`src/rtl/core/gse_ram.sv`:
```
// Generic single-write, single-read RAM with a registered read port.
// No dependencies.
module gse_ram #(
	parameter int DATA_W = 8,
	parameter int DEPTH  = 16
) (
	input  logic                     clk,
	input  logic                     wr_en,
	input  logic [$clog2(DEPTH)-1:0] wr_addr,
	input  logic [DATA_W-1:0]        wr_data,
	input  logic                     rd_en,
	input  logic [$clog2(DEPTH)-1:0] rd_addr,
	output logic [DATA_W-1:0]        rd_data
);

	logic [DATA_W-1:0] mem [DEPTH];

	// Write port.
	always_ff @(posedge clk) begin
		if (wr_en) begin
			mem[wr_addr] <= wr_data;
		end
	end

	// Registered read port.
	always_ff @(posedge clk) begin
		if (rd_en) begin
			rd_data <= mem[rd_addr];
		end
	end

endmodule

```
`config.mk`:
```
export PLATFORM = sky130hd
export DESIGN_NAME = gse_ram
export DESIGN_NICKNAME = d
export VERILOG_FILES = /design/src/rtl/core/gse_ram.sv
export SDC_FILE = /design/constraint.sdc
export NUM_CORES = 1
export LEC_CHECK = 0
export ABC_CLOCK_PERIOD_IN_PS = 4000
export BUFFER_PORTS_ARGS = -buffer_cell sky130_fd_sc_hd__buf_2
export CORE_ASPECT_RATIO = 0.8
export CORE_MARGIN = 2
export CORE_UTILIZATION = 50
export CTS_CLUSTER_DIAMETER = 50
export DETAILED_ROUTE_END_ITERATION = 8
export PLACE_DENSITY_LB_ADDON = 0.05
export SLEW_MARGIN = 20
export SYNTH_ARGS = -nofsm -noshare
export SYNTH_HDL_FRONTEND = slang
export SYNTH_SLANG_ARGS = --single-unit
```
`constraint.sdc`:
```
create_clock -name clk -period 4 [get_ports clk]
set_clock_uncertainty 0.1 [all_clocks]
set_input_delay 0.6 -clock clk [delete_from_list [all_inputs] [get_ports clk]]
set_output_delay 0.6 -clock clk [all_outputs]
set_load 0.03 [all_outputs]
```
==> flow_metrics.tcl <==
set metrics [dict create \
    leakage_nw 2.00 \
    core_um2 10200 \
    min_period_over_period_pct 53.6 \
    route.detailed.drc 0 \
    numCtsBuffers 17 \
    tns_ns 0 \
    crit_path_end_kind "register" \
    dp_hpwl_mm 6.01 \
    synth_seq_area_share_pct 78.1 \
    cts_tree "built" \
    totalWireLength_mm 9.75 \
    irDropWorstVdd_v 0.000468 \
    grt_max_degree 33 \
    postLayoutCellArea_um2 6030 \
    grtUsageMet3_pct 6.34 \
    dieArea_um2 11300 \
    met1_usage_pct 26.7 \
    yosysMostFrequentCell "edfxtp_1" \
    clock-root-buffer "clkbuf_16" \
    hold_ws_ns 0.456 \
    dr.pass1.iters 5 \
    clock_path_buffers 2 \
    die_w_um 118 \
    gp_congestion 0.771 \
    post_cts_buffers 0 \
    final_hold_viol_count 0 \
    worst_pin_slew_ns 0.941 \
    vias 2380 \
    portBuffers 26 \
    synth_top_area_share_pct 78.1 \
    crit_path_start "rd_addr[0]" \
    crit_fanout 17 \
    ant_nets 0 \
    overflow 0 \
    drive_gt1_share_pct 27.2 \
    routedWlPerCell_um 23.3 \
    hp-class "input port to register" \
    rr_startpoint "mem[11][6]" \
    p_int_mw 2.56 \
    p_sw_mw 0.638 \
    timing.slew.headroom_pct 37.1 \
    syn_nets 248 \
    yosys_warnings 0 \
    clockPowerShare_pct 44.7 \
    combPwrFrac_pct 4.8 \
    dieHeight_um 95.5 \
    place_inst 389 \
    setup_violations 0 \
    start_util_pct 51.3 \
    cts_hold_buf 0 \
    synth-main-ff-cell "edfxtp_1" \
    synth_seq_cells 136 \
    async_flop_share_pct 0 \
    critical_path_class "input port to register" \
    p_total_mw 3.20 \
    syn_to_final_growth_pct 15.4 \
    required_ns 4.06 \
    max_freq_ghz 0.467 \
    hp-start "rd_en" \
    cts_resized 0 \
    groute.usage.overall_pct 19.1 \
    avgSynthCellArea_um2 22.8 \
    fillers 751 \
    grt_pass1_wl_mm 14.6 \
    yosys.area.top_type "edfxtp_1" \
    clock_latency_ns 0.41 \
    nets 287 \
    powerDensity_nw_per_um2 530 \
    htreeDepth 4 \
    synth_edf_count 136 \
    clock_sink_count 136 \
    crit_arrival_ns 2.20 \
    drt_iter0_markers 221 \
    slew_violations 0 \
    netlist-cell-type-count 18 \
    synth_area_um2 5230 \
    seq_power_share_pct 50.5 \
    vias_per_cell 5.68 \
    top_usage_layer "met2" \
    crit_path_start_kind "input port" \
    synthTopCellsByCount "edfxtp_1 (136), mux4_2 (18), a22oi_1 (16)" \
    placed_area_um2 5490 \
    diodes 0 \
    p_sw_share_pct 20.0 \
    drv_cap 0 \
    grt_pass1_vias 2392 \
    clk_pin_slew_ns 0.06 \
    std_cell_rows 33 \
    gr-usage-met2_pct 28.4 \
    synthCells 229 \
    status "complete, no violations" \
    min_period_ns 2.14 \
    antenna_found_initial 0 \
    io_pins 27 \
    synthTopCellsByArea "edfxtp_1 (78%), mux4_2 (7.8%), mux4_1 (7.0%)" \
    instances_no_fill 419 \
    rsz0062_at_grt "false" \
]
==> per-layer routing <==
layer	up-vias	part of all wire, %	routed length [µm]
li1	1063	-	-
met1	1228	46	4480
met2	80	46	4450
met3	9	7.0	678
met4	0	1.4	140
met5	-	0	0
==> path summary, 6_finish.rpt <==
check                                  end  slack [ns]  cells after the start
worst max register to register  rd_data[6]        2.39                      3
worst min register to register  rd_data[0]        0.64                      3
worst min-delay path            rd_data[0]        0.46                      1
worst max-delay path            rd_data[2]        1.86                      5
==> sequential cells by signal, summed over array words and instances (netlist names) <==
| signal | cells |
|---|---|
| mem | 128 |
| rd_data | 8 |
==> layout make-up <==
class / count / area [µm²] / area share (%)
clock buffer: 18 / 429 / 7.11
clock inverter: 12 / 111 / 1.85
multi-input combinational: 83 / 1060 / 17.6
sequential: 136 / 4080 / 67.7
tap: 140 / 175 / 2.90
timing repair buffer: 30 / 173 / 2.86
==> stage by stage <==
step                util, %  setup slack, ns
global placement       53.9             1.36
floorplan                 -             1.81
detailed placement     53.9             1.39
CTS                    59.2             1.81
global route           59.2             1.74
finish                 59.2             1.86
==> power groups by stage <==
stage                     combinational (mW)  sequential [mW]  clock, mW
final                                  0.154             1.61       1.43
after global routing                   0.167             1.62       1.52
after CTS                              0.157             1.61       1.45
after detailed placement               0.157             1.64          0
after global placement                 0.155             1.64          0
after floorplan                       0.0810             1.66          0
==> worst max-delay path, stage by stage <==
cell and delay (ns):
buf_2 0.44, buf_12 0.26, mux4_1 0.57, a22oi_1 0.24, nand2_1 0.07
==> logic make-up after synthesis <==
family / Yosys count / share of synthesized area (%)
AOI/OAI and AO/OA: 16 / 2.30
buffers and inverters: 10 / 1.65
and+or+nand+nor: 35 / 3.14
muxes: 32 / 14.8
DFF: 136 / 78.1
==> cell usage in the layout, fill, tap and decap left out <==
cell / synthesis / final
nor3_2: 0 / 1
bufinv_16: 0 / 2
buf_2: 3 / 26
nand3_1: 1 / 1
mux4_1: 14 / 14
clkinv_1: 0 / 3
nor2b_1: 1 / 1
buf_12: 0 / 1
a22oi_1: 16 / 16
clkbuf_1: 0 / 1
clkbuf_16: 0 / 17
and2_1: 1 / 1
mux4_2: 18 / 18
or3b_2: 1 / 1
buf_4: 1 / 3
nor2_1: 13 / 13
clkinv_2: 0 / 5
clkinvlp_4: 0 / 2
edfxtp_1: 136 / 136
nor3_1: 4 / 3
and2b_1: 1 / 1
nand2b_1: 2 / 2
nand3b_1: 2 / 2
nand2_1: 9 / 9
Power figures use the tool's default switching activity.
