<file path="src/rtl/core/gse_pkg.sv">
// Shared types, constants and move tables of the grid successor expander.
// No dependencies; the move unit, the top level and the testbench take names from here.
package gse_pkg;

	// Grid geometry.
	localparam int MaxRows = 64;
	localparam int MaxCols = 64;
	localparam int RowW    = $clog2(MaxRows);
	localparam int ColW    = $clog2(MaxCols);
	localparam int DimW    = 7;

	// Request modes.
	localparam logic [1:0] MODE_WRITE = 2'd0;
	localparam logic [1:0] MODE_FILL  = 2'd1;
	localparam logic [1:0] MODE_QUERY = 2'd2;
	localparam logic [1:0] MODE_NONE  = 2'd3;

	// Configuration register indexes.
	localparam logic REG_GRID_ROWS = 1'b0;
	localparam logic REG_GRID_COLS = 1'b1;

	// Sequencer states.
	typedef enum logic [5:0] {
		ST_IDLE   = 6'b000001,
		ST_FREAD  = 6'b000010,
		ST_FWRITE = 6'b000100,
		ST_QREAD  = 6'b001000,
		ST_EVAL   = 6'b010000,
		ST_EMIT   = 6'b100000
	} state_t;

	// Input request payload.
	typedef struct packed {
		logic [1:0]      mode;
		logic [RowW-1:0] row;
		logic [ColW-1:0] col;
		logic            cell_value;
		logic [DimW-1:0] row_end;
		logic [DimW-1:0] col_end;
	} req_t;

	// Result payload.
	typedef struct packed {
		logic [RowW-1:0] next_row;
		logic [ColW-1:0] next_col;
		logic [2:0]      move_index;
		logic            found;
		logic            last;
	} rsp_t;

	// Verdict of the move unit for one move.
	typedef struct packed {
		logic            valid;
		logic [RowW-1:0] row;
		logic [ColW-1:0] col;
	} move_res_t;

	// Row offset of each move, in the fixed order.
	function automatic logic signed [1:0] move_dr(input logic [2:0] k);
		logic signed [1:0] d;
		case (k)
			3'd0:    d = 2'sd0;
			3'd1:    d = 2'sd1;
			3'd2:    d = 2'sd1;
			3'd3:    d = 2'sd1;
			3'd4:    d = 2'sd0;
			default: d = -2'sd1;
		endcase
		return d;
	endfunction

	// Column offset of each move, in the fixed order.
	function automatic logic signed [1:0] move_dc(input logic [2:0] k);
		logic signed [1:0] d;
		case (k)
			3'd0:    d = 2'sd1;
			3'd1:    d = 2'sd1;
			3'd2:    d = 2'sd0;
			3'd6:    d = 2'sd0;
			3'd7:    d = 2'sd1;
			default: d = -2'sd1;
		endcase
		return d;
	endfunction

endpackage

</file>
<file path="src/rtl/core/gse_move_unit.sv">
// Shared move unit: applies one move to the query cell and checks bounds and obstacles.
// Depends on gse_pkg for geometry, move tables and the result struct.
module gse_move_unit (
	input  logic [2:0]                   move_k,
	input  logic [gse_pkg::RowW-1:0]     row,
	input  logic [gse_pkg::ColW-1:0]     col,
	input  logic [gse_pkg::DimW-1:0]     rows_used,
	input  logic [gse_pkg::DimW-1:0]     cols_used,
	input  logic [gse_pkg::MaxCols-1:0]  row_up,
	input  logic [gse_pkg::MaxCols-1:0]  row_mid,
	input  logic [gse_pkg::MaxCols-1:0]  row_dn,
	output gse_pkg::move_res_t           res
);

	logic signed [1:0]              dr;
	logic signed [1:0]              dc;
	logic signed [gse_pkg::DimW:0]  tr;
	logic signed [gse_pkg::DimW:0]  tc;
	logic                           in_bounds;
	logic [gse_pkg::MaxCols-1:0]    sel_row;

	// Target cell, one bit wider than the grid bound so that -1 stays negative.
	always_comb begin
		dr = gse_pkg::move_dr(move_k);
		dc = gse_pkg::move_dc(move_k);
		tr = $signed({{(gse_pkg::DimW + 1 - gse_pkg::RowW){1'b0}}, row})
			+ $signed({{(gse_pkg::DimW - 1){dr[1]}}, dr});
		tc = $signed({{(gse_pkg::DimW + 1 - gse_pkg::ColW){1'b0}}, col})
			+ $signed({{(gse_pkg::DimW - 1){dc[1]}}, dc});
		in_bounds = !tr[gse_pkg::DimW] && !tc[gse_pkg::DimW]
			&& (tr[gse_pkg::DimW-1:0] < rows_used)
			&& (tc[gse_pkg::DimW-1:0] < cols_used);
	end

	// Pick the stored row that holds the target cell.
	always_comb begin
		case (dr)
			-2'sd1:  sel_row = row_up;
			2'sd1:   sel_row = row_dn;
			default: sel_row = row_mid;
		endcase
	end

	assign res.valid = in_bounds && !sel_row[tc[gse_pkg::ColW-1:0]];
	assign res.row   = tr[gse_pkg::RowW-1:0];
	assign res.col   = tc[gse_pkg::ColW-1:0];

endmodule

</file>
<file path="config.mk">
export PLATFORM = sky130hd
export DESIGN_NAME = gse_move_unit
export DESIGN_NICKNAME = d
export VERILOG_FILES = /design/src/rtl/core/gse_pkg.sv /design/src/rtl/core/gse_move_unit.sv
export SDC_FILE = /design/constraint.sdc
export NUM_CORES = 1
export LEC_CHECK = 0
export BUFFER_PORTS_ARGS = -buffer_cell sky130_fd_sc_hd__clkbuf_2
export CAP_MARGIN = 20
export CORE_AREA = 2 2 92 94
export DETAILED_ROUTE_END_ITERATION = 12
export DIE_AREA = 0 0 94 96
export MAX_ROUTING_LAYER = met4
export PLACE_DENSITY = 0.72
export SKIP_LAST_GASP = 1
export SYNTH_ARGS = -nofsm -noshare
export SYNTH_HDL_FRONTEND = slang
export SYNTH_SLANG_ARGS = --single-unit
</file>
<file path="constraint.sdc">
create_clock -name vclk -period 13.2
set_input_delay 1.98 -clock vclk [all_inputs]
set_output_delay 1.98 -clock vclk [all_outputs]
set_load 0.02 [all_outputs]
</file>
==> metrics.txt <==
status=finished, final reports clean; worst min path class=input port to output pin; WS Path Type=input port to output pin; Worst EP required=approximately 11 ns; CP Launch Type=input port; Die Y=between 90 and 100 µm; most common library cells after synthesis=mux2_2 (59), mux4_2 (33), ha_1 (26); CP startpoint=move_k[2]; Cell variety after synth=37; vias in the first global route=between 3,000 and 4,000; total number of vias=between 3,000 and 4,000; area of the multi-input gates=approximately 2500 µm²; initial antenna violation count=0; share of cells above drive strength 1=roughly two thirds; Hold Fails Final Rpt=0; clock buffers=0; crit path time final=approximately 8.7 ns; final number of setup-violating endpoints=0; Final Cell Area=3900 µm²; chip width=around 94 µm; Final Max Tran Viols=0; HPWL Detailed=8510 µm; Post-CTS Setup Inserts=0; Worst EP arrival=between 6 and 7 ns; Area Overhead vs Synth=47.0%; cell with the most instances after synthesis=mux2_2; Crit-path slowest cell=mux2i_1; ANT cells=0; Worst Max-Slew Pin Slew=around 0.97 ns; Rows=33; placed cells=600; register area share after synthesis=0%; Slew HR=~35%; # DRC=0; post-route ant nets=0; nets=between 700 and 800; unrepaired setup endpoints after global routing=false; Remaining Overflow, GRT=0; power per cell area=around 54 nW/µm²; first-pass GRT wire length=about 14,000 µm; CTS Hold Bufs=0; setup_tns=0 ns; Post-Syn Nets=between 500 and 600; FF+latch area=0 µm²; hold path start=row[0]; Fmax=about 0.11 GHz; Synth Area per Inst=roughly 9.6 µm²; Via density=~5; First-pass DRT Iterations=4; post-synth top area share=about 28%; DRT iter0 DRCs=78; Initial Utilization=roughly a third; flip-flop and latch count=0; Min Hold Slack=approximately 4.4 ns; largest net degree at the start of global routing=69; worst-path fanout max=68; die area=~9000 µm²; PostCTS Resize Cnt=0; WL final=9700 µm; post-DR wirelength/cell=roughly 16 µm; leakage power=2.06 nW; Tcrit/Tclk final=about two thirds; post-route insts no fill=600; IO buf count=between 200 and 250; Mapped Area=roughly 2700 µm²; core footprint=between 8000 and 9000 µm²; MaxCap Viol Count=0; fillcell total=slightly below 800; # IOs=around 230; CP Capture Type=output pin; top cells by area, synth=mux4_2 (28%), mux2_2 (25%), ha_1 (12%); Largest stage delay, worst path=approximately 0.85 ns; Mapped Cells=around 280; Yosys warning count=0; Placed Instance Area=slightly below 4000 µm²; dominant cell type by area after synthesis=mux4_2; Final Wtd Congestion=between 0.8 and 0.9; GRT Resource Usage Total=between 20 and 25%; Peak VDD IR=26.7 µV; CP Cell Sequence=clkbuf_2 > buf_4 > mux2i_1 > ha_1 > xnor2_1 > inv_1 > mux4_2 > mux2i_1 > o2111ai_1 > o311ai_2 > nand2b_1 > a211oi_2 > clkbuf_2; Layout Utilization=48.4%
area by class of cell:
type               count  area share (%)
inverters             27            2.60
multi-input cells    232            63.6
well taps            105            3.37
repair buffers       236            30.4
cell families after synthesis:
logic type | Yosys count | share of synthesized area, %
AND/OR/NAND/NOR | 50 | 8.97
buffers and inverters | 43 | 6.65
AO/OA/AOI/OAI | 44 | 11.2
XOR/XNOR | 12 | 3.96
multiplexers | 98 | 55.4
adder cells (fa/ha/maj) | 28 | 13.8
cell usage in the layout (no fill, tap or decap), types with 6 or more instances in the layout:
cell type / synthesis / routed
a21oi_1: 14 / 14
nand2_1: 10 / 10
clkbuf_2: 0 / 234
mux4_2: 33 / 33
ha_1: 26 / 26
nand2b_1: 6 / 6
nor2_1: 17 / 17
a21o_1: 6 / 6
mux2_2: 59 / 59
inv_1: 25 / 25
xnor2_1: 9 / 9
path summary, 6_finish.rpt:
kind | to | slack (ns) | cells past startpoint
worst min-delay path | res[6] | 4.36 | 3
worst max-delay path | res[12] | 4.46 | 13
metrics by stage:
stage	setup slack, ns	power (mW)
after global placement	4.59	0.208
after detailed placement	4.42	0.213
after CTS	4.40	0.214
final	4.46	0.210
after global routing	3.94	0.232
after floorplan	5.08	0.143
critical path: cells and delay by family:
family / cells / cell delay, ns
compound gates: 3 / 0.54
xor+xnor: 1 / 0.72
fa+ha+maj: 1 / 0.41
buf+inv: 4 / 1.40
mux: 3 / 1.58
simple gates: 1 / 0.11
power by group:
part           total, mW  switching [mW]  internal (mW)
logic              0.210           0.101          0.108
clock network          0               0              0
registers              0               0              0
total              0.210           0.101          0.108
layer usage:
layer	wire [µm]	GRT usage [%]
met3	460	0.548
met1	3870	25.1
met2	5290	39.3
met4	82	2.42
met5	0	-
Power figures use the tool's default switching activity.
